File: config.mk
export PLATFORM = sky130hd
export DESIGN_NAME = mcbi_queue
export DESIGN_NICKNAME = d
export VERILOG_FILES = /design/src/rtl/monte_carlo_block_integrator_assert.svh /design/src/rtl/mcbi_pkg.sv /design/src/rtl/mcbi_queue.sv
export SDC_FILE = /design/constraint.sdc
export NUM_CORES = 1
export LEC_CHECK = 0
export BUFFER_PORTS_ARGS = -buffer_cell sky130_fd_sc_hd__buf_2
export CAP_MARGIN = 20
export CORE_ASPECT_RATIO = 1.4
export CORE_MARGIN = 2
export CORE_UTILIZATION = 33
export DETAILED_ROUTE_END_ITERATION = 12
export PLACE_DENSITY = 0.56
export SYNTH_ARGS = -nofsm -noshare
export SYNTH_HDL_FRONTEND = slang
export SYNTH_SLANG_ARGS = --single-unit
File: constraint.sdc
create_clock -name clk_i -period 8.2 [get_ports clk_i]
set_input_delay 1.23 -clock clk_i [delete_from_list [all_inputs] [get_ports clk_i]]
set_output_delay 1.23 -clock clk_i [all_outputs]
set_load 0.03 [all_outputs]
File: src/rtl/monte_carlo_block_integrator_assert.svh
// Assertion macros for the Monte Carlo block integrator.
`ifndef MONTE_CARLO_BLOCK_INTEGRATOR_ASSERT_SVH
`define MONTE_CARLO_BLOCK_INTEGRATOR_ASSERT_SVH

// Immediate implication: when a holds, b holds in the same cycle.
`define MCBI_ASSERT_IMP(label, a, b) \
  label: assert property (@(posedge clk_i) disable iff (!rst_ni) (a) |-> (b)) \
    else $error("assertion failed");

// Next-cycle implication: when a holds, b holds in the next cycle.
`define MCBI_ASSERT_NXT(label, a, b) \
  label: assert property (@(posedge clk_i) disable iff (!rst_ni) (a) |=> (b)) \
    else $error("assertion failed");

`endif

File: src/rtl/mcbi_pkg.sv
package mcbi_pkg;
  localparam int SampleBitsDef = 16;
  localparam int FracBitsDef   = 30;
  localparam int CountBitsDef  = 16;
  localparam int WorkFrac      = 30;
  localparam int AccBits       = 48;
  localparam int OutBits       = 32;
  localparam int QueueDepth    = 2;
  localparam logic [WorkFrac+1:0] HalfPiQ30 = 32'd1686629713;
  localparam logic [15:0] BlockLenReset = 16'd100;

  localparam logic [0:0] RegMode = 1'd0;
  localparam logic [0:0] RegLen  = 1'd1;

  // Reciprocal form of one series divisor: shift right by pre, multiply by
  // mul, shift right by post.
  typedef struct packed {
    logic [31:0] mul;
    logic [1:0]  pre;
    logic [5:0]  post;
  } recip_t;

  // Series divisors of sin(t)/t, innermost term first. The power-of-two
  // factor of each divisor is shifted out first; the odd part then divides
  // a numerator below 2^31 exactly by a rounded-up reciprocal.
  function automatic recip_t series_recip(input logic [2:0] idx);
    recip_t r;
    unique case (idx)
      3'd0: r = '{mul: 32'((64'd1 << 38) / 64'd105 + 64'd1), pre: 2'd1, post: 6'd38};
      3'd1: r = '{mul: 32'((64'd1 << 37) / 64'd39 + 64'd1), pre: 2'd2, post: 6'd37};
      3'd2: r = '{mul: 32'((64'd1 << 37) / 64'd55 + 64'd1), pre: 2'd1, post: 6'd37};
      3'd3: r = '{mul: 32'((64'd1 << 35) / 64'd9 + 64'd1), pre: 2'd3, post: 6'd35};
      3'd4: r = '{mul: 32'((64'd1 << 36) / 64'd21 + 64'd1), pre: 2'd1, post: 6'd36};
      3'd5: r = '{mul: 32'((64'd1 << 34) / 64'd5 + 64'd1), pre: 2'd2, post: 6'd34};
      default: r = '{mul: 32'((64'd1 << 33) / 64'd3 + 64'd1), pre: 2'd1, post: 6'd33};
    endcase
    return r;
  endfunction

  // Control handed from the front end to the back end with each value.
  typedef struct packed {
    logic        last;
    logic [15:0] count;
  } blk_ctl_t;
endpackage

File: src/rtl/mcbi_queue.sv
// Small queue of values between the front and back ends.
module mcbi_queue #(
  parameter int Width = 64,
  parameter int Depth = mcbi_pkg::QueueDepth
) (
  input  logic             clk_i,
  input  logic             rst_ni,
  input  logic             wr_i,
  input  logic [Width-1:0] wdata_i,
  output logic             full_o,
  input  logic             rd_i,
  output logic [Width-1:0] rdata_o,
  output logic             empty_o
);
  localparam int PtrBits = (Depth > 1) ? $clog2(Depth) : 1;
  logic [Width-1:0]   mem_q [Depth];
  logic [PtrBits-1:0] wp_q, rp_q;
  logic [PtrBits:0]   cnt_q;

  always_ff @(posedge clk_i or negedge rst_ni) begin
    if (!rst_ni) begin
      wp_q <= '0; rp_q <= '0; cnt_q <= '0;
    end else begin
      if (wr_i && !full_o) wp_q <= (wp_q == PtrBits'(Depth-1)) ? '0 : wp_q + 1'b1;
      if (rd_i && !empty_o) rp_q <= (rp_q == PtrBits'(Depth-1)) ? '0 : rp_q + 1'b1;
      cnt_q <= cnt_q + (PtrBits+1)'(wr_i && !full_o) - (PtrBits+1)'(rd_i && !empty_o);
    end
  end

  always_ff @(posedge clk_i) begin
    if (wr_i && !full_o) mem_q[wp_q] <= wdata_i;
  end

  assign full_o  = (cnt_q == (PtrBits+1)'(Depth));
  assign empty_o = (cnt_q == '0);
  assign rdata_o = mem_q[rp_q];
endmodule

==> results list <==
- Result of the run: completed
- The final count of hold timing violations came to 0.
* Global-route wire length before repair: 13,000 um
- Clock network power share: 29.8%
- The synthesized design contains 132 register bits.
- In this run the vertical extent of the chip is about 150 um.
- Crit path cell chain: buf_16 -> mux2_2 -> buf_2
- Hold-critical path endpoint: cnt_q[1]
- Number of placed instances, taps included: 537
- After synthesis, the netlist uses 15 different library cells.
- During I/O placement, the number of pins put on the boundary was 134.
* Worst-skew pair later-pin latency: 0.40 ns
- Synthesis Warnings: 0
* Slew of the pin with the lowest slew margin: 0.922 ns
- In this run the most critical hold path is launched from cnt_q[1].
* Number of flops mapped to enable cells by yosys: 128
* Library cell used as clock root buffer: sky130_fd_sc_hd__clkbuf_16
* Min-delay worst type: reg2reg
- The worst-case IR drop observed on VDD is 0.219 mV.
- Post-CTS resize count: 0
* Pint: around 0.0018 W
* Max-cap viol count: 0
- Setup slack on the worst reg-to-reg path comes out at approximately 6.3 ns.
- Syn_nets: 287
- Number of cells on the worst hold path: 1
- Number of diodes added for antenna fixing: 0
- Clk sinks: about 130
* Most instantiated cells after synthesis: 128 x sky130_fd_sc_hd__edfxtp_1, 50 x sky130_fd_sc_hd__mux2_4, 14 x sky130_fd_sc_hd__mux2_2
- Post-CTS timing repair inserted 0 buffers for setup.
* CP max FO: 35
* Signed area change from the synthesized netlist to the final layout: 30.3%
- Crit path capture type: output port
- TritonCTS built the clock tree.
* Number of remaining DRC errors: 0
- Maximum clock frequency: 303 MHz
- Buffers inserted to repair hold after CTS numbered 0.
- RSZ-0062 raised after global routing: false
- Non-Filler Instances: approximately 570
- The worst path in the final design needs a cycle of 3.30 ns, including I/O delays and setup.
* Number of core rows: 53
* Remaining Overflow, GRT: 0
- The first detailed-routing pass took 5 iterations.
* Number of antenna violations at the first check in global routing: 0
* Cell area power density: 415 mW/mm^2
* Area inside the core boundary: 0.0150 mm^2
- Area of the multi-input gates: approximately 0.001 mm^2
- Post-synthesis cell type with the largest combined area: sky130_fd_sc_hd__edfxtp_1
* Total count of max-transition violations in the final report: 0
- STA classifies the critical path startpoint as a flop.
- Net load switching power: 0.000894 W
- Starting utilization of the core area: 33.5%
- The routed design has 8580 um of wire.
* Synth top area share: 76.5%
- In the global route stage, overall resource usage came out at 10.9%.
* Total negative setup slack: 0 ns
- Largest stage delay, worst path: approximately 0.8 ns
- Synth Flop Type: sky130_fd_sc_hd__edfxtp_1
- Of all flip-flops after synthesis, the portion carrying an async set or reset was 3.03%.
- The H-tree was split into 4 levels.
- Dividing the synthesized area by the synthesized cell count gives 23.1 um^2.
* Part of the power in combinational logic: 33.2%
- The final critical path takes up between 40% and 50% of the cycle.
* Share of synthesized area occupied by flip-flops and latches: between 70% and 80%
- Die ar.: 0.0162 mm^2
- Routability-driven placement congestion ratio: 0.627
- Share of cells above drive strength 1: 61.4%
- Of the total power, registers draw 37.0%.
* Mapped Cells: 217
* Max_slew headroom: 38.6%
* Final cell area excluding filler cells: 0.00655 mm^2
* Critical path type: reg2out
- The largest individual stage delay along the critical path comes from the cell sky130_fd_sc_hd__dfrtp_4.
- Final hold analysis gives a worst-case slack of just over 0.5 ns.
- Clk_skew: between 0.006 and 0.007 ns
- Clock-pin slew was measured on the worst setup and hold paths at roughly 0.05 ns.
- Routed via count divided by cell count: 4.34
* Routed Antenna Nets: 0
- After detailed routing, the average wire length per cell comes to 15.1 um.
- Main area contributors after synthesis: sky130_fd_sc_hd__edfxtp_1 77%, sky130_fd_sc_hd__mux2_4 15%, sky130_fd_sc_hd__mux2_2 3.1%, sky130_fd_sc_hd__dfrtp_1 2.0%, sky130_fd_sc_hd__buf_6 1.3%
- After the first detailed-routing iteration, the DRC count stood at 58.
* Number of global-route vias before repair: 2,691
- Of the total power, the share spent switching nets is between 30% and 40%.
* Required time at the worst-slack endpoint: 6.97 ns
- The filler cells instantiated in the layout total 1,369.
- Register-to-Register Path Depth: 4
- Number of buffers and inverters on the critical path: 2
- HPWL after DPL: 5310 um
* Total power: 0.00272 W
- Nets@finish: 434
- The worst register-to-register path begins at cnt_q[1].
- Arr. time, crit path: 2.07 ns
- Overall via count from detail_route: roughly 2,500
- Chip Width: 108 um
- Summing all placed instances gives a cell area of 0.00591 mm^2.
- sky130_fd_sc_hd__edfxtp_1 is the most common cell in the netlist.
* Leak: around 2.6 nW
- The number of clock buffers added by TritonCTS is 17.
- Number of buffers on the longest clock path: 2
- Total setup violations reported at the end of the flow: 0
- Entering global routing, the biggest net connects 65 pins.
- Area of all sequential standard cells: 0.00395 mm^2
* Number of port buffers: 133
* Largest delay share family, worst path: flip-flops
- Crit Reg-Reg Endpoint: mem_q[0][0]
- After synthesis the cells add up to 0.00502 mm^2.
## power by group through the flow
| stage | Sequential, W | Combinational (W) | Clock, W |
|---|---|---|---|
| after floorplan | 0.000977 | 0.000748 | 0 |
| after global placement | 0.00106 | 0.000866 | 0 |
| after detailed placement | 0.00102 | 0.000920 | 0 |
| after CTS | 0.00101 | 0.000922 | 0.000834 |
| after global routing | 0.00103 | 0.000963 | 0.000860 |
| final | 0.00101 | 0.000902 | 0.000811 |
## cell type report
cell class	count	share of cell area (%)
clock buffers	18	6.56
inverters	2	0.115
multi-input cells	76	15.4
repair buffers	135	10.7
well taps	192	3.67
flip-flops and latches	132	60.3
clock inverters	13	3.19
## placed cells by master, fill, tap and decap left out
cell type	count
sky130_fd_sc_hd__bufinv_16	5
sky130_fd_sc_hd__nor2b_1	1
sky130_fd_sc_hd__xor2_1	1
sky130_fd_sc_hd__dfrtp_1	3
sky130_fd_sc_hd__buf_4	1
sky130_fd_sc_hd__clkinv_1	1
sky130_fd_sc_hd__buf_16	1
sky130_fd_sc_hd__dfrtp_4	1
sky130_fd_sc_hd__clkinvlp_4	2
sky130_fd_sc_hd__buf_2	133
sky130_fd_sc_hd__edfxtp_1	128
sky130_fd_sc_hd__clkbuf_1	1
sky130_fd_sc_hd__mux2_2	14
sky130_fd_sc_hd__xnor2_1	3
sky130_fd_sc_hd__clkbuf_16	17
sky130_fd_sc_hd__mux2_4	50
sky130_fd_sc_hd__clkinv_4	4
sky130_fd_sc_hd__nand2b_1	1
sky130_fd_sc_hd__nand2_1	1
sky130_fd_sc_hd__clkinv_2	1
sky130_fd_sc_hd__ha_1	2
sky130_fd_sc_hd__nor2_4	1
sky130_fd_sc_hd__inv_1	2
sky130_fd_sc_hd__nor2_1	1
sky130_fd_sc_hd__and3_4	1
## metrics by stage
stage	worst slack, ns	utilization [%]
5_1_grt	4.78	43.7
3_3_place_gp	5.11	39.2
3_5_place_dp	5.25	39.4
6_report	4.90	43.7
4_1_cts	4.81	43.7
2_1_floorplan	3.71	-
## per-layer routing
| layer | track usage (%) | part of all wire (%) | vias up |
|---|---|---|---|
| li1 | - | - | 1149 |
| met1 | 12.2 | 40 | 1225 |
| met2 | 18.5 | 52 | 84 |
| met3 | 3.70 | 6.4 | 7 |
| met4 | 5.00 | 1.4 | 0 |
| met5 | 0 | 0 | - |
## how the worst max path moves through the flow
stage / start / endpoint / slack [ns] / depth (start not counted)
5_1_grt: rp_q / rdata_o[56] / 4.78 / 3
3_3_place_gp: rp_q / rdata_o[51] / 5.11 / 2
2_1_floorplan: wr_i / mem_q[0][0] / 3.71 / 2
6_report: rp_q / rdata_o[60] / 4.90 / 3
4_1_cts: rp_q / rdata_o[46] / 4.81 / 3
3_5_place_dp: rp_q / rdata_o[46] / 5.25 / 3
## flip-flops by register name, summed over array words and instances, names as in the netlist
name	cells
rp_q	1
cnt_q	2
wp_q	1
mem_q	128
## logic make-up (layout without fill, tap and decap cells)
family | after synthesis | after routing | synth area share [%]
flip-flops | 132 | 132 | 78.5
multiplexers | 64 | 64 | 18.1
buffers and inverters | 9 | 168 | 1.59
AND/OR/NAND/NOR | 6 | 6 | 0.598
XOR/XNOR | 4 | 4 | 0.698
adder cells (fa/ha/maj) | 2 | 2 | 0.498
(Power assumes the default switching activity.)
