### src/rtl/monte_carlo_block_integrator_assert.svh
// Assertion macros for the Monte Carlo block integrator.
`ifndef MONTE_CARLO_BLOCK_INTEGRATOR_ASSERT_SVH
`define MONTE_CARLO_BLOCK_INTEGRATOR_ASSERT_SVH

// Immediate implication: when a holds, b holds in the same cycle.
`define MCBI_ASSERT_IMP(label, a, b) \
  label: assert property (@(posedge clk_i) disable iff (!rst_ni) (a) |-> (b)) \
    else $error("assertion failed");

// Next-cycle implication: when a holds, b holds in the next cycle.
`define MCBI_ASSERT_NXT(label, a, b) \
  label: assert property (@(posedge clk_i) disable iff (!rst_ni) (a) |=> (b)) \
    else $error("assertion failed");

`endif

### src/rtl/mcbi_pkg.sv
package mcbi_pkg;
  localparam int SampleBitsDef = 16;
  localparam int FracBitsDef   = 30;
  localparam int CountBitsDef  = 16;
  localparam int WorkFrac      = 30;
  localparam int AccBits       = 48;
  localparam int OutBits       = 32;
  localparam int QueueDepth    = 2;
  localparam logic [WorkFrac+1:0] HalfPiQ30 = 32'd1686629713;
  localparam logic [15:0] BlockLenReset = 16'd100;

  localparam logic [0:0] RegMode = 1'd0;
  localparam logic [0:0] RegLen  = 1'd1;

  // Reciprocal form of one series divisor: shift right by pre, multiply by
  // mul, shift right by post.
  typedef struct packed {
    logic [31:0] mul;
    logic [1:0]  pre;
    logic [5:0]  post;
  } recip_t;

  // Series divisors of sin(t)/t, innermost term first. The power-of-two
  // factor of each divisor is shifted out first; the odd part then divides
  // a numerator below 2^31 exactly by a rounded-up reciprocal.
  function automatic recip_t series_recip(input logic [2:0] idx);
    recip_t r;
    unique case (idx)
      3'd0: r = '{mul: 32'((64'd1 << 38) / 64'd105 + 64'd1), pre: 2'd1, post: 6'd38};
      3'd1: r = '{mul: 32'((64'd1 << 37) / 64'd39 + 64'd1), pre: 2'd2, post: 6'd37};
      3'd2: r = '{mul: 32'((64'd1 << 37) / 64'd55 + 64'd1), pre: 2'd1, post: 6'd37};
      3'd3: r = '{mul: 32'((64'd1 << 35) / 64'd9 + 64'd1), pre: 2'd3, post: 6'd35};
      3'd4: r = '{mul: 32'((64'd1 << 36) / 64'd21 + 64'd1), pre: 2'd1, post: 6'd36};
      3'd5: r = '{mul: 32'((64'd1 << 34) / 64'd5 + 64'd1), pre: 2'd2, post: 6'd34};
      default: r = '{mul: 32'((64'd1 << 33) / 64'd3 + 64'd1), pre: 2'd1, post: 6'd33};
    endcase
    return r;
  endfunction

  // Control handed from the front end to the back end with each value.
  typedef struct packed {
    logic        last;
    logic [15:0] count;
  } blk_ctl_t;
endpackage

### src/rtl/mcbi_front.sv
// Front end: evaluates the integrand for one sample with a sequencer and
// tags it with the block position. Each series divide is a reciprocal
// multiply on the shared multiplier.
module mcbi_front #(
  parameter int SampleBits = mcbi_pkg::SampleBitsDef,
  parameter int FracBits   = mcbi_pkg::FracBitsDef
) (
  input  logic                    clk_i,
  input  logic                    rst_ni,
  input  logic                    push_i,
  input  logic [SampleBits-1:0]   sample_i,
  output logic                    busy_o,
  input  logic                    mode_i,
  input  logic [15:0]             block_len_i,
  output logic                    out_valid_o,
  output logic [mcbi_pkg::AccBits-1:0] out_value_o,
  output mcbi_pkg::blk_ctl_t      out_ctl_o,
  input  logic                    out_ready_i
);
  localparam int W = mcbi_pkg::WorkFrac;
  localparam logic [2:0] S_IDLE = 3'd0, S_T = 3'd1, S_S = 3'd2, S_SER = 3'd3,
                         S_SDIV = 3'd4, S_F1 = 3'd5, S_F2 = 3'd6, S_OUT = 3'd7;
  logic [2:0]  st_q, st_d;
  logic [W:0]  v_q, v_d, t_q, t_d, h_q, h_d;
  logic [W+1:0] s_q, s_d, p_q, p_d;
  logic [2:0]  idx_q, idx_d;
  logic [15:0] cnt_q, cnt_d;
  logic        last_q, last_d;
  logic [2*W+3:0] prod;
  logic [W+1:0] ma, mb;
  mcbi_pkg::recip_t rc;
  logic [16:0] nxt;
  logic [W+1:0] fshift;

  always_comb begin
    rc = mcbi_pkg::series_recip(idx_q);
    unique case (st_q)
      S_T:    begin ma = mcbi_pkg::HalfPiQ30; mb = {1'b0, v_q}; end
      S_S:    begin ma = {1'b0, t_q}; mb = {1'b0, t_q}; end
      S_SER:  begin ma = s_q; mb = {1'b0, h_q}; end
      S_SDIV: begin ma = (W+2)'(rc.mul); mb = p_q >> rc.pre; end
      S_F1:   begin
        ma = mode_i ? mcbi_pkg::HalfPiQ30 : {1'b0, t_q}; mb = {1'b0, h_q};
      end
      S_F2:   begin ma = mcbi_pkg::HalfPiQ30; mb = p_q; end
      default: begin ma = {1'b0, t_q}; mb = {1'b0, t_q}; end
    endcase
    prod = (2*W+4)'(ma) * (2*W+4)'(mb);
  end

  always_comb begin
    if (FracBits >= W) fshift = p_q;
    else fshift = p_q >> (W - FracBits);
  end

  always_comb begin
    st_d = st_q; v_d = v_q; t_d = t_q; s_d = s_q; h_d = h_q; p_d = p_q;
    idx_d = idx_q; cnt_d = cnt_q; last_d = last_q;
    nxt = {1'b0, cnt_q} + 17'd1;
    unique case (st_q)
      S_IDLE: if (push_i) begin
        v_d = (W+1)'((((SampleBits+W+1)'(1) << (SampleBits+W))
               - ((SampleBits+W+1)'(sample_i) << W)) >> SampleBits);
        st_d = S_T;
      end
      S_T: begin t_d = prod[2*W:W]; st_d = S_S; end
      S_S: begin
        s_d = prod[2*W+1:W]; h_d = (W+1)'(1) << W; idx_d = '0; st_d = S_SER;
      end
      S_SER: begin p_d = prod[2*W+1:W]; st_d = S_SDIV; end
      S_SDIV: begin
        h_d = ((W+1)'(1) << W) - (W+1)'(prod >> rc.post);
        if (idx_q == 3'd6) st_d = S_F1;
        else begin idx_d = idx_q + 3'd1; st_d = S_SER; end
      end
      S_F1: begin p_d = prod[2*W+1:W]; st_d = S_F2; end
      S_F2: begin
        p_d = mode_i ? {1'b0, prod[2*W+1:W+1]} : prod[2*W+1:W];
        st_d = S_OUT;
        if ({1'b0, nxt[15:0]} >= {1'b0, block_len_i} || nxt[16]) begin
          last_d = 1'b1; cnt_d = nxt[15:0];
        end else begin
          last_d = 1'b0; cnt_d = nxt[15:0];
        end
      end
      default: if (out_ready_i) begin
        st_d = S_IDLE;
        if (last_q) cnt_d = '0;
      end
    endcase
  end

  always_ff @(posedge clk_i or negedge rst_ni) begin
    if (!rst_ni) begin
      st_q <= S_IDLE; cnt_q <= '0; idx_q <= '0; last_q <= 1'b0;
    end else begin
      st_q <= st_d; cnt_q <= cnt_d; idx_q <= idx_d; last_q <= last_d;
    end
  end

  always_ff @(posedge clk_i) begin
    v_q <= v_d; t_q <= t_d; s_q <= s_d; h_q <= h_d; p_q <= p_d;
  end

  assign busy_o      = (st_q != S_IDLE);
  assign out_valid_o = (st_q == S_OUT);
  assign out_value_o = mcbi_pkg::AccBits'(fshift) << ((FracBits > W) ? FracBits - W : 0);
  assign out_ctl_o.last  = last_q;
  assign out_ctl_o.count = cnt_q;
endmodule

### config.mk
export PLATFORM = sky130hd
export DESIGN_NAME = mcbi_front
export DESIGN_NICKNAME = d
export VERILOG_FILES = /design/src/rtl/monte_carlo_block_integrator_assert.svh /design/src/rtl/mcbi_pkg.sv /design/src/rtl/mcbi_front.sv
export SDC_FILE = /design/constraint.sdc
export NUM_CORES = 2
export LEC_CHECK = 0
export ABC_AREA = 1
export BUFFER_PORTS_ARGS = -buffer_cell sky130_fd_sc_hd__buf_2
export CAP_MARGIN = 20
export CELL_PAD_IN_SITES_DETAIL_PLACEMENT = 1
export CELL_PAD_IN_SITES_GLOBAL_PLACEMENT = 1
export CORE_MARGIN = 2
export CORE_UTILIZATION = 35
export CTS_BUF_LIST = sky130_fd_sc_hd__clkbuf_4 sky130_fd_sc_hd__clkbuf_8
export CTS_CLUSTER_SIZE = 12
export DETAILED_ROUTE_END_ITERATION = 12
export GPL_ROUTABILITY_DRIVEN = 0
export GPL_TIMING_DRIVEN = 1
export PLACE_DENSITY = 0.67
export SYNTH_ARGS = -nofsm -noshare
export SYNTH_HDL_FRONTEND = slang
export SYNTH_SLANG_ARGS = --single-unit
### constraint.sdc
create_clock -name clk_i -period 24.6 [get_ports clk_i]
set_clock_uncertainty 0.1 [all_clocks]
set_input_delay 4.92 -clock clk_i [delete_from_list [all_inputs] [get_ports clk_i]]
set_output_delay 4.92 -clock clk_i [all_outputs]
set_load 0.05 [all_outputs]
==> results_dict.tcl <==
set metrics [dict create \
    clk_pin_slew_ps 120 \
    path_delay_family "adder cells" \
    antenna_found_initial 5 \
    slew_viol_final 0 \
    die-area_um2 130000 \
    grt_start_max_net_pins 58 \
    synth_top_area_share_pct 40.4 \
    routedWlPerCell_um 24.6 \
    rsz0062_at_grt "no" \
    avgSynthCellArea_um2 7.91 \
    pin_count 104 \
    antennaDiodeCount 0 \
    path_class "primary input to register" \
    post-route-drc-count 0 \
    yosysTopAreaCell "fa_1" \
    placeableCoreArea_um2 126000 \
    drv_cap 0 \
    cp-end-kind "register" \
    cts_tree "yes" \
    path_buf_inv 9 \
    totalNegativeSetupSlack_ps 0 \
    die_w_um 360 \
    cts_hold_buf 0 \
    r2r_setup_slack_ps 10950 \
    finalWirelength_um 179000 \
    drt-initial-drc-count 3009 \
    crit_arrival_ps 16180 \
    port_buffers 87 \
    period_share_pct 65.0 \
    final_common_cell "inv_1" \
    gr-usage-all-layers_pct 27.9 \
    n_fill_cell 15400 \
    worst_path_most_repeated_cell "fa_1" \
    synth_flop_cell "edfxtp_1" \
    yosysWarnings 0 \
    syn_area_um2 44400 \
    num_vias 38500 \
    start_util_pct 35.3 \
    grt.overflow.total 0 \
    status "completed" \
    hold-worst-slack_ps 476 \
    r2r_cells 43 \
    htreeDepth 4 \
    dp_hpwl_um 144000 \
    detail-route-antenna-nets 0 \
    grt_pass1_wl_um 270000 \
    startpoint_type "primary input" \
    tightest_slew_ps 1150 \
    clockBufferDepth 2 \
    critPathRequiredTime_ps 24790 \
    dp_cells 7241 \
    async_flop_share_pct 13.9 \
    slowest_delay_ps 990 \
    period_needed_ps 15980 \
    synth-edff-count 143 \
    hp-class "register to register" \
    synth_area_leaders "fa_1 40%, inv_1 11%, edfxtp_1 9.7%" \
    hold_path.startpoint "cnt_q[0]$_DFFE_PN0P_" \
    relSlewSlack_pct 22.5 \
    ys_seq_area_share_pct 11.0 \
    drive_gt1_share_pct 5.94 \
    ys_types 58 \
    hold-path-endpoint "cnt_q[0]$_DFFE_PN0P_" \
    setup_viol 0 \
    stdcell_count 7275 \
    max_clock_freq_ghz 0.0626 \
    nNetsFinal 6828 \
    hold_viol_final 0 \
    numCtsBuffers 17 \
    ctsResizeCount 0 \
    area_growth_pct 6.62 \
    routed_via_density 5.29 \
    r2r-start "idx_q[2]$_DFFE_PN0P_" \
    cts-root-buf "clkbuf_8" \
    grt_pass1_vias 41700 \
    clk_latency_ps 520 \
    fp.dieH_um 360 \
    min_delay_path_depth 1 \
    final_cell_mix "1268 x inv_1, 1035 x nand2_1, 895 x fa_1" \
    r2r_end "h_q[14]$_SDFFCE_PN0P_" \
    synthCells 5609 \
    cts_setup_buffers 0 \
    critPathMaxFanout 18 \
    ys_seq_elements 166 \
    rows 130 \
    clkSinkCount 166 \
    drtPass1Iterations 7 \
    crit_slowest_cell "clkinv_1" \
]
## cell type report
cell class	instances	area, um^2	share of cell area [%]
inverter	1312	4920	10.4
clock buffer	18	241	0.511
multi-input combinational	3928	33800	71.4
sequential	166	4870	10.3
tap	1650	2060	4.36
timing repair buffer	187	1230	2.59
clock inverter	14	181	0.384
## sequential cells by signal, summed over array words and instances, names as in the netlist
register,flops
idx_q,3
fshift,32
st_q,3
h_q,31
last_q,1
cnt_q,16
s_q,32
t_q,31
v_q,17
## routing by layer
layer | vias to the layer above | GRT usage [%] | share of wire (%)
li1 | 16700 | - | -
met1 | 20200 | 37.7 | 42
met2 | 1364 | 45.9 | 47
met3 | 280 | 3.76 | 6.9
met4 | 0 | 9.81 | 4.1
met5 | - | 0 | 0
## cell usage after synthesis, types with 18 or more instances
cell type / instances
inv_1: 1268
o21ai_0: 134
nand2_2: 18
ha_1: 284
clkbuf_1: 188
o21a_1: 31
nor3_1: 19
dfrtp_1: 23
nand2_1: 1038
buf_4: 18
xor2_1: 19
a22oi_1: 27
edfxtp_1: 143
fa_1: 895
nor2_1: 773
nand3_1: 281
clkinv_1: 30
a21oi_1: 187
## worst max path at each step
stage	to	startpoint	slack (ps)	cells after the start
after floorplan	h_q[28]$_SDFFCE_PN0P_	mode_i	11090	45
final	h_q[14]$_SDFFCE_PN0P_	mode_i	8620	41
after CTS	h_q[14]$_SDFFCE_PN0P_	mode_i	8680	41
after global placement	h_q[14]$_SDFFCE_PN0P_	mode_i	8390	41
after global routing	h_q[14]$_SDFFCE_PN0P_	mode_i	8070	41
after detailed placement	h_q[14]$_SDFFCE_PN0P_	mode_i	8180	41
## per-stage QoR
step | setup WS, ps | instance area, um^2 | util, %
6_report | 8620 | 47300 | 37.6
5_1_grt | 8070 | 47300 | 37.6
4_1_cts | 8680 | 47200 | 37.6
3_5_place_dp | 8180 | 46800 | 37.2
3_3_place_gp | 8390 | 46800 | 37.2
2_1_floorplan | 11090 | 44500 | -
## kinds of logic after synthesis
kind of cell,after synthesis,share of synthesized area [%]
xor gates and xnor gates,36,0.778
adders and majority gates,1179,48.4
buffers and inverters,1545,13.3
other,2,0.0169
muxes,9,0.203
AOI/OAI and AO/OA,456,5.82
DFF,166,11.0
and+or+nand+nor,2216,20.5
Power is left out: the tool's default activity adds up to more than one toggle a clock period on the data nets, which glitch-free logic cannot reach.
