`config.mk`:
```
export PLATFORM = sky130hd
export DESIGN_NAME = mcbi_back
export DESIGN_NICKNAME = d
export VERILOG_FILES = /design/src/rtl/monte_carlo_block_integrator_assert.svh /design/src/rtl/mcbi_pkg.sv /design/src/rtl/mcbi_divider.sv /design/src/rtl/mcbi_sqrt.sv /design/src/rtl/mcbi_back.sv
export SDC_FILE = /design/constraint.sdc
export NUM_CORES = 2
export LEC_CHECK = 0
export BUFFER_PORTS_ARGS = -buffer_cell sky130_fd_sc_hd__buf_2
export CORE_MARGIN = 4
export CORE_UTILIZATION = 35
export DETAILED_ROUTE_END_ITERATION = 16
export PLACE_DENSITY = 0.48
export SLEW_MARGIN = 20
export SYNTH_ARGS = -nofsm -noshare
export SYNTH_HDL_FRONTEND = slang
export SYNTH_SLANG_ARGS = --single-unit
```
`constraint.sdc`:
```
create_clock -name clk_i -period 14.5 [get_ports clk_i]
set_clock_uncertainty 0.1 [all_clocks]
set_input_delay 1.45 -clock clk_i [delete_from_list [all_inputs] [get_ports clk_i]]
set_output_delay 1.45 -clock clk_i [all_outputs]
set_load 0.01 [all_outputs]
```
`src/rtl/monte_carlo_block_integrator_assert.svh`:
```
// Assertion macros for the Monte Carlo block integrator.
`ifndef MONTE_CARLO_BLOCK_INTEGRATOR_ASSERT_SVH
`define MONTE_CARLO_BLOCK_INTEGRATOR_ASSERT_SVH

// Immediate implication: when a holds, b holds in the same cycle.
`define MCBI_ASSERT_IMP(label, a, b) \
  label: assert property (@(posedge clk_i) disable iff (!rst_ni) (a) |-> (b)) \
    else $error("assertion failed");

// Next-cycle implication: when a holds, b holds in the next cycle.
`define MCBI_ASSERT_NXT(label, a, b) \
  label: assert property (@(posedge clk_i) disable iff (!rst_ni) (a) |=> (b)) \
    else $error("assertion failed");

`endif

```
`src/rtl/mcbi_pkg.sv`:
```
package mcbi_pkg;
  localparam int SampleBitsDef = 16;
  localparam int FracBitsDef   = 30;
  localparam int CountBitsDef  = 16;
  localparam int WorkFrac      = 30;
  localparam int AccBits       = 48;
  localparam int OutBits       = 32;
  localparam int QueueDepth    = 2;
  localparam logic [WorkFrac+1:0] HalfPiQ30 = 32'd1686629713;
  localparam logic [15:0] BlockLenReset = 16'd100;

  localparam logic [0:0] RegMode = 1'd0;
  localparam logic [0:0] RegLen  = 1'd1;

  // Reciprocal form of one series divisor: shift right by pre, multiply by
  // mul, shift right by post.
  typedef struct packed {
    logic [31:0] mul;
    logic [1:0]  pre;
    logic [5:0]  post;
  } recip_t;

  // Series divisors of sin(t)/t, innermost term first. The power-of-two
  // factor of each divisor is shifted out first; the odd part then divides
  // a numerator below 2^31 exactly by a rounded-up reciprocal.
  function automatic recip_t series_recip(input logic [2:0] idx);
    recip_t r;
    unique case (idx)
      3'd0: r = '{mul: 32'((64'd1 << 38) / 64'd105 + 64'd1), pre: 2'd1, post: 6'd38};
      3'd1: r = '{mul: 32'((64'd1 << 37) / 64'd39 + 64'd1), pre: 2'd2, post: 6'd37};
      3'd2: r = '{mul: 32'((64'd1 << 37) / 64'd55 + 64'd1), pre: 2'd1, post: 6'd37};
      3'd3: r = '{mul: 32'((64'd1 << 35) / 64'd9 + 64'd1), pre: 2'd3, post: 6'd35};
      3'd4: r = '{mul: 32'((64'd1 << 36) / 64'd21 + 64'd1), pre: 2'd1, post: 6'd36};
      3'd5: r = '{mul: 32'((64'd1 << 34) / 64'd5 + 64'd1), pre: 2'd2, post: 6'd34};
      default: r = '{mul: 32'((64'd1 << 33) / 64'd3 + 64'd1), pre: 2'd1, post: 6'd33};
    endcase
    return r;
  endfunction

  // Control handed from the front end to the back end with each value.
  typedef struct packed {
    logic        last;
    logic [15:0] count;
  } blk_ctl_t;
endpackage

```
`src/rtl/mcbi_divider.sv`:
```
// Restoring divider, one quotient bit per cycle. Quotient is floored.
module mcbi_divider #(
  parameter int NumBits = 64,
  parameter int DenBits = 48
) (
  input  logic               clk_i,
  input  logic               rst_ni,
  input  logic               start_i,
  input  logic [NumBits-1:0] num_i,
  input  logic [DenBits-1:0] den_i,
  output logic               done_o,
  output logic [NumBits-1:0] quot_o
);
  localparam int CntBits = $clog2(NumBits + 1);
  logic [NumBits-1:0] quot_q, quot_d;
  logic [DenBits:0]   rem_q, rem_d;
  logic [DenBits-1:0] den_q, den_d;
  logic [CntBits-1:0] cnt_q, cnt_d;
  logic               busy_q, busy_d, done_q, done_d;
  logic [DenBits:0]   trial;

  always_comb begin
    quot_d = quot_q;
    rem_d  = rem_q;
    den_d  = den_q;
    cnt_d  = cnt_q;
    busy_d = busy_q;
    done_d = 1'b0;
    trial  = {rem_q[DenBits-1:0], quot_q[NumBits-1]};
    if (start_i) begin
      quot_d = num_i;
      rem_d  = '0;
      den_d  = den_i;
      cnt_d  = CntBits'(NumBits);
      busy_d = 1'b1;
    end else if (busy_q) begin
      if (trial >= {1'b0, den_q}) begin
        rem_d = trial - {1'b0, den_q};
        quot_d = {quot_q[NumBits-2:0], 1'b1};
      end else begin
        rem_d = trial;
        quot_d = {quot_q[NumBits-2:0], 1'b0};
      end
      cnt_d = cnt_q - 1'b1;
      if (cnt_q == CntBits'(1)) begin
        busy_d = 1'b0;
        done_d = 1'b1;
      end
    end
  end

  always_ff @(posedge clk_i or negedge rst_ni) begin
    if (!rst_ni) begin
      busy_q <= 1'b0;
      done_q <= 1'b0;
      cnt_q  <= '0;
    end else begin
      busy_q <= busy_d;
      done_q <= done_d;
      cnt_q  <= cnt_d;
    end
  end

  always_ff @(posedge clk_i) begin
    quot_q <= quot_d;
    rem_q  <= rem_d;
    den_q  <= den_d;
  end

  assign done_o = done_q;
  assign quot_o = quot_q;
endmodule

```
`src/rtl/mcbi_sqrt.sv`:
```
// Bit-pair square root, one result bit per cycle, floored.
module mcbi_sqrt #(
  parameter int Bits = 64
) (
  input  logic            clk_i,
  input  logic            rst_ni,
  input  logic            start_i,
  input  logic [Bits-1:0] x_i,
  output logic            done_o,
  output logic [Bits/2-1:0] root_o
);
  localparam int H = Bits / 2;
  localparam int CntBits = $clog2(H + 1);
  logic [Bits-1:0]  x_q;
  logic [H+1:0]     rem_q;
  logic [H-1:0]     r_q;
  logic [CntBits-1:0] cnt_q;
  logic             busy_q, done_q;
  logic [H+1:0]     trial, cand;

  always_comb begin
    trial = {rem_q[H-1:0], x_q[Bits-1:Bits-2]};
    cand  = {r_q, 2'b01};
  end

  always_ff @(posedge clk_i or negedge rst_ni) begin
    if (!rst_ni) begin
      busy_q <= 1'b0; done_q <= 1'b0; cnt_q <= '0;
    end else begin
      done_q <= 1'b0;
      if (start_i) begin
        busy_q <= 1'b1; cnt_q <= CntBits'(H);
      end else if (busy_q) begin
        cnt_q <= cnt_q - 1'b1;
        if (cnt_q == CntBits'(1)) begin busy_q <= 1'b0; done_q <= 1'b1; end
      end
    end
  end

  always_ff @(posedge clk_i) begin
    if (start_i) begin
      x_q <= x_i; rem_q <= '0; r_q <= '0;
    end else if (busy_q) begin
      x_q <= x_q << 2;
      if (trial >= cand) begin
        rem_q <= trial - cand; r_q <= {r_q[H-2:0], 1'b1};
      end else begin
        rem_q <= trial; r_q <= {r_q[H-2:0], 1'b0};
      end
    end
  end

  assign done_o = done_q;
  assign root_o = r_q;
endmodule

```
`src/rtl/mcbi_back.sv`:
```
// Back end: accumulates values into blocks and forms block statistics.
module mcbi_back #(
  parameter int FracBits  = mcbi_pkg::FracBitsDef,
  parameter int CountBits = mcbi_pkg::CountBitsDef
) (
  input  logic                         clk_i,
  input  logic                         rst_ni,
  input  logic                         in_valid_i,
  input  logic [mcbi_pkg::AccBits-1:0] in_value_i,
  input  mcbi_pkg::blk_ctl_t           in_ctl_i,
  output logic                         in_ready_o,
  output logic                         res_valid_o,
  input  logic                         res_ready_i,
  output logic [CountBits-1:0]         block_number_o,
  output logic [31:0]                  running_mean_o,
  output logic [31:0]                  running_mean_square_o,
  output logic [31:0]                  statistical_error_o
);
  localparam int A = mcbi_pkg::AccBits;
  localparam int D = 64;
  localparam logic [3:0] B_IDLE = 4'd0, B_MDIV = 4'd1, B_MSQ = 4'd2, B_CM = 4'd3,
    B_CMW = 4'd4, B_CS = 4'd5, B_CSW = 4'd6, B_M2 = 4'd7, B_VAR = 4'd8,
    B_VW = 4'd9, B_SQ = 4'd10, B_SQW = 4'd11, B_OUT = 4'd12;
  logic [3:0]  st_q;
  logic [A-1:0] acc_q, som_q, sos_q;
  logic [CountBits-1:0] k_q;
  logic [A-1:0] mean_q, cm_q, cs_q;
  logic [31:0]  err_q;
  logic        dstart, ddone, sstart, sdone;
  logic [D-1:0] dnum, dquot;
  logic [A-1:0] dden;
  logic [D-1:0] sx;
  logic [31:0]  sroot;
  logic [31:0]  sq_in;
  logic [63:0]  sq;
  logic [A-1:0] sqr;

  // Squares a block mean or the running mean in Q2.30; every mean stays below 2^31.
  always_comb begin
    sq  = 64'(sq_in) * 64'(sq_in);
    sqr = A'((sq + (64'd1 << (FracBits - 1))) >> FracBits);
  end

  mcbi_divider #(.NumBits(D), .DenBits(A)) u_div (
    .clk_i, .rst_ni, .start_i(dstart), .num_i(dnum), .den_i(dden),
    .done_o(ddone), .quot_o(dquot));

  mcbi_sqrt #(.Bits(D)) u_sqrt (
    .clk_i, .rst_ni, .start_i(sstart), .x_i(sx), .done_o(sdone), .root_o(sroot));

  always_comb begin
    dstart = 1'b0; dnum = '0; dden = '1; sstart = 1'b0; sx = '0; sq_in = mean_q[31:0];
    unique case (st_q)
      B_IDLE: begin
        dnum = D'(acc_q + in_value_i) + D'(in_ctl_i.count >> 1);
        dden = A'(in_ctl_i.count);
        dstart = in_valid_i && in_ctl_i.last;
      end
      B_CM: begin
        dnum = D'(som_q) + D'(k_q >> 1); dden = A'(k_q); dstart = 1'b1;
      end
      B_CS: begin
        dnum = D'(sos_q) + D'(k_q >> 1); dden = A'(k_q); dstart = 1'b1;
      end
      B_M2: sq_in = cm_q[31:0];
      B_VAR: begin
        sq_in = cm_q[31:0];
        dnum = D'((cs_q > sqr) ? cs_q - sqr : '0) + D'((k_q - 1'b1) >> 1);
        dden = A'(k_q - 1'b1); dstart = 1'b1;
      end
      B_SQ: begin sx = dquot << FracBits; sstart = 1'b1; end
      default: ;
    endcase
  end

  always_ff @(posedge clk_i or negedge rst_ni) begin
    if (!rst_ni) begin
      st_q <= B_IDLE; acc_q <= '0; som_q <= '0; sos_q <= '0; k_q <= '0;
    end else begin
      unique case (st_q)
        B_IDLE: if (in_valid_i) begin
          if (in_ctl_i.last) begin acc_q <= '0; st_q <= B_MDIV; end
          else acc_q <= acc_q + in_value_i;
        end
        B_MDIV: if (ddone) begin
          mean_q <= dquot[A-1:0]; st_q <= B_MSQ;
        end
        B_MSQ: begin
          if (k_q == '1) begin
            som_q <= mean_q; sos_q <= sqr; k_q <= CountBits'(1);
          end else begin
            som_q <= som_q + mean_q; sos_q <= sos_q + sqr; k_q <= k_q + 1'b1;
          end
          st_q <= B_CM;
        end
        B_CM: st_q <= B_CMW;
        B_CMW: if (ddone) begin cm_q <= dquot[A-1:0]; st_q <= B_CS; end
        B_CS: st_q <= B_CSW;
        B_CSW: if (ddone) begin
          cs_q <= dquot[A-1:0];
          if (k_q == CountBits'(1)) begin err_q <= '0; st_q <= B_OUT; end
          else st_q <= B_M2;
        end
        B_M2: st_q <= B_VAR;
        B_VAR: st_q <= B_VW;
        B_VW: if (ddone) st_q <= B_SQ;
        B_SQ: st_q <= B_SQW;
        B_SQW: if (sdone) begin err_q <= sroot; st_q <= B_OUT; end
        B_OUT: if (res_ready_i) st_q <= B_IDLE;
        default: st_q <= B_IDLE;
      endcase
    end
  end

  assign in_ready_o            = (st_q == B_IDLE);
  assign res_valid_o           = (st_q == B_OUT);
  assign block_number_o        = k_q;
  assign running_mean_o        = cm_q[31:0];
  assign running_mean_square_o = cs_q[31:0];
  assign statistical_error_o   = err_q;
endmodule

```
==> results.sh <==
export IMPL_min_to="acc_q[47]"
export IMPL_cts_root_buf="clkbuf_16"
export IMPL_required_ns=14.81
export IMPL_track_usage_pct=24.2
export IMPL_design_area_mm2=0.0885
export IMPL_p_leak_nw=43.8
export IMPL_status="finished with violations"
export IMPL_period_needed_ns=14.70
export IMPL_syn_avg_cell_area_um2=8.89
export IMPL_grt_pass1_vias=63800
export IMPL_critPathSlowestCell="fa_1"
export IMPL_final_cell_mix="1169 x inv_1, 1048 x buf_4, 812 x fa_1"
export IMPL_cp_arrival_ns=15.02
export IMPL_r2r_start="st_q[2]"
export IMPL_placed_cell_area_mm2=0.0830
export IMPL_cts_sinks=568
export IMPL_violations="negative setup slack"
export IMPL_p_total_w=0.00366
export IMPL_viasPerCell=5.16
export IMPL_drive_above_1_share_pct=20.6
export IMPL_fin_crit_sh_pct=101
export IMPL_netlist_area_mm2=0.0717
export IMPL_synth_fp_nets=9630
export IMPL_grt_ovfl_total=0
export IMPL_reg2regPathDepth=67
export IMPL_path_clk_slew_ns=0.06
export IMPL_num_vias=61300
export IMPL_drv_cap=0
export IMPL_timing_reg2reg_setup_slack_ns=-0.20
export IMPL_cp_common_cell="fa_1"
export IMPL_timing_rr_end="u_div.quot_o[51]"
export IMPL_async_flop_share_pct=31.9
export IMPL_synth_seq_cells=568
export IMPL_drt_iter0_markers=4348
export IMPL_drc_errors=0
export IMPL_hold_viol=0
export IMPL_avgRoutedWirePerCell_um=21.7
export IMPL_holdBufCountCts=0
export IMPL_rows=165
export IMPL_tightest_slew_ns=1.07
export IMPL_hp_start="acc_q[47]"
export IMPL_ctsLongestPathBuffers=3
export IMPL_core_region_area_mm2=0.203
export IMPL_nFillCells=20100
export IMPL_insertion_delay_ns=0.68
export IMPL_dieArea_mm2=0.212
export IMPL_setup_ws_ns=-0.203
export IMPL_synth_edf_count=275
export IMPL_slew_headroom_pct=27.5
export IMPL_die_h_um=461
export IMPL_dieWidth_um=461
export IMPL_critical_path_peak_fanout=7
export IMPL_synth_seq_area_share_pct=21.0
export IMPL_start_util_pct=35.3
export IMPL_p_per_area_mw_per_mm2=41.4
export IMPL_dr_pass1_iters=8
export IMPL_critPathKind="register to register"
export IMPL_finalWeightedCongestion=0.940
export IMPL_final_core_util_pct=43.6
export IMPL_setup_viol=23
export IMPL_slowest_delay_ns=0.59
export IMPL_wl_mm=258
export IMPL_rsz0062_at_grt="true"
export IMPL_irDropWorstVdd_uv=74.2
export IMPL_pin_count=183
export IMPL_hold_depth=2
export IMPL_synth_cells=8072
export IMPL_grt_max_degree=99
export IMPL_dpl_hpwl_mm=208
export IMPL_hold_path_class="register to register"
export IMPL_cts_buffers=69
export IMPL_antenna_found_initial=5
export IMPL_ys_flop_type="edfxtp_1"
export IMPL_yosysWarnings=0
export IMPL_finalMaxSlewViolations=0
export IMPL_grt_pass1_wl_mm=393
export IMPL_h_tree_depth=3
export IMPL_endpoint_kind="register"
export IMPL_nNetsFinal=10700
export IMPL_layout_commonest_cell="inv_1"
export IMPL_fmax_ghz=0.0680
export IMPL_syn_to_final_growth_pct=23.4
export IMPL_port_buffers=182
export IMPL_synth_cell_types=108
export IMPL_cts_tree="yes"
export IMPL_postRouteAntennaNets=0
export IMPL_critPathLaunchType="register"
[report_power, final]
part / total [W] / internal, W / switching [W]
clock network: 0.00185 / 0.00105 / 0.000797
registers: 0.00167 / 0.00167 / 0
logic: 0.000140 / 0.0000446 / 0.0000949
[how the worst max path moves through the flow]
stage               slack (ns)     from  depth (start not counted)               end
floorplan               -0.003  st_q[2]                         69  u_div.quot_o[47]
global placement         -1.42  st_q[3]                         62  u_div.quot_o[46]
detailed placement       -1.51  st_q[3]                         62  u_div.quot_o[46]
CTS                      -0.32  st_q[2]                         67  u_div.quot_o[47]
global route             -0.67  st_q[2]                         71  u_div.quot_o[62]
finish                   -0.20  st_q[2]                         67  u_div.quot_o[51]
[metrics by stage]
step                TNS [ns]  std cells  worst slack, ns  hold WS (ns)
finish                 -2.85      11900           -0.203         0.382
global route          -18.85      11900           -0.672         0.397
CTS                    -5.29      11800           -0.321         0.388
detailed placement    -56.18      11600            -1.51         0.372
global placement      -52.37      11600            -1.42         0.363
floorplan            -0.0105       8072         -0.00262         0.345
[logic make-up after synthesis]
family,share of synthesized area [%]
XOR/XNOR,5.20
AND/OR/NAND/NOR,13.5
buffers and inverters,8.36
adder cells (fa/ha/maj),35.1
flip-flops,21.0
multiplexers,1.63
AO/OA/AOI/OAI,15.3
[flip-flops by register name, summed over array words and instances (netlist names), 34 cells and up]
name,flops
som_q,48
sos_q,48
cs_q,48
acc_q,48
u_sqrt.x_q,34
u_div.quot_o,64
mean_q,48
u_div.rem_q,48
[timing repair]
item                       4_1_cts  5_1_grt
buffers inserted                68       51
pin swaps                       87      178
setup endpoints to repair       58       60
gates cloned                     1        3
hold endpoints to repair         0        0
gates resized for setup        263      253
[cells in the mapped netlist (181+ instances only)]
library cell / count / area (µm²)
ha_1: 635 / 7950
inv_1: 1200 / 4500
edfxtp_1: 275 / 8260
xnor2_1: 256 / 2240
fa_1: 854 / 17100
o21ai_0: 347 / 1740
nand2_1: 787 / 2950
a21oi_1: 573 / 2870
a21o_1: 216 / 1620
nor2_1: 807 / 3030
clkbuf_1: 244 / 916
dfrtp_1: 181 / 4530
[critical path: cells and delay by family (launching register included)]
kind	cells	cell delay (ns)
DFF	1	0.46
buffers and inverters	11	1.39
AOI/OAI and AO/OA	29	4.95
muxes	1	0.28
xor gates and xnor gates	1	0.18
adders and majority gates	11	4.83
and+or+nand+nor	14	2.17
[cell type report]
cell class,instances,area [µm²],area share (%)
clock buffers,92,1850,2.09
clock inverters,36,448,0.506
diodes,4,10.0,0.0113
flip-flops and latches,568,15000,17.0
inverters,1212,4600,5.20
repair buffers,1329,10500,11.8
multi-input cells,5958,52800,59.6
well taps,2672,3340,3.78
[layer usage]
metal,track usage [%],vias up,share of wire [%]
li1,-,29000,-
met4,6.99,0,3.0
met3,2.30,291,4.7
met5,0,-,0
met2,41.4,1469,48
met1,32.7,30500,44
Power figures use the tool's default switching activity.
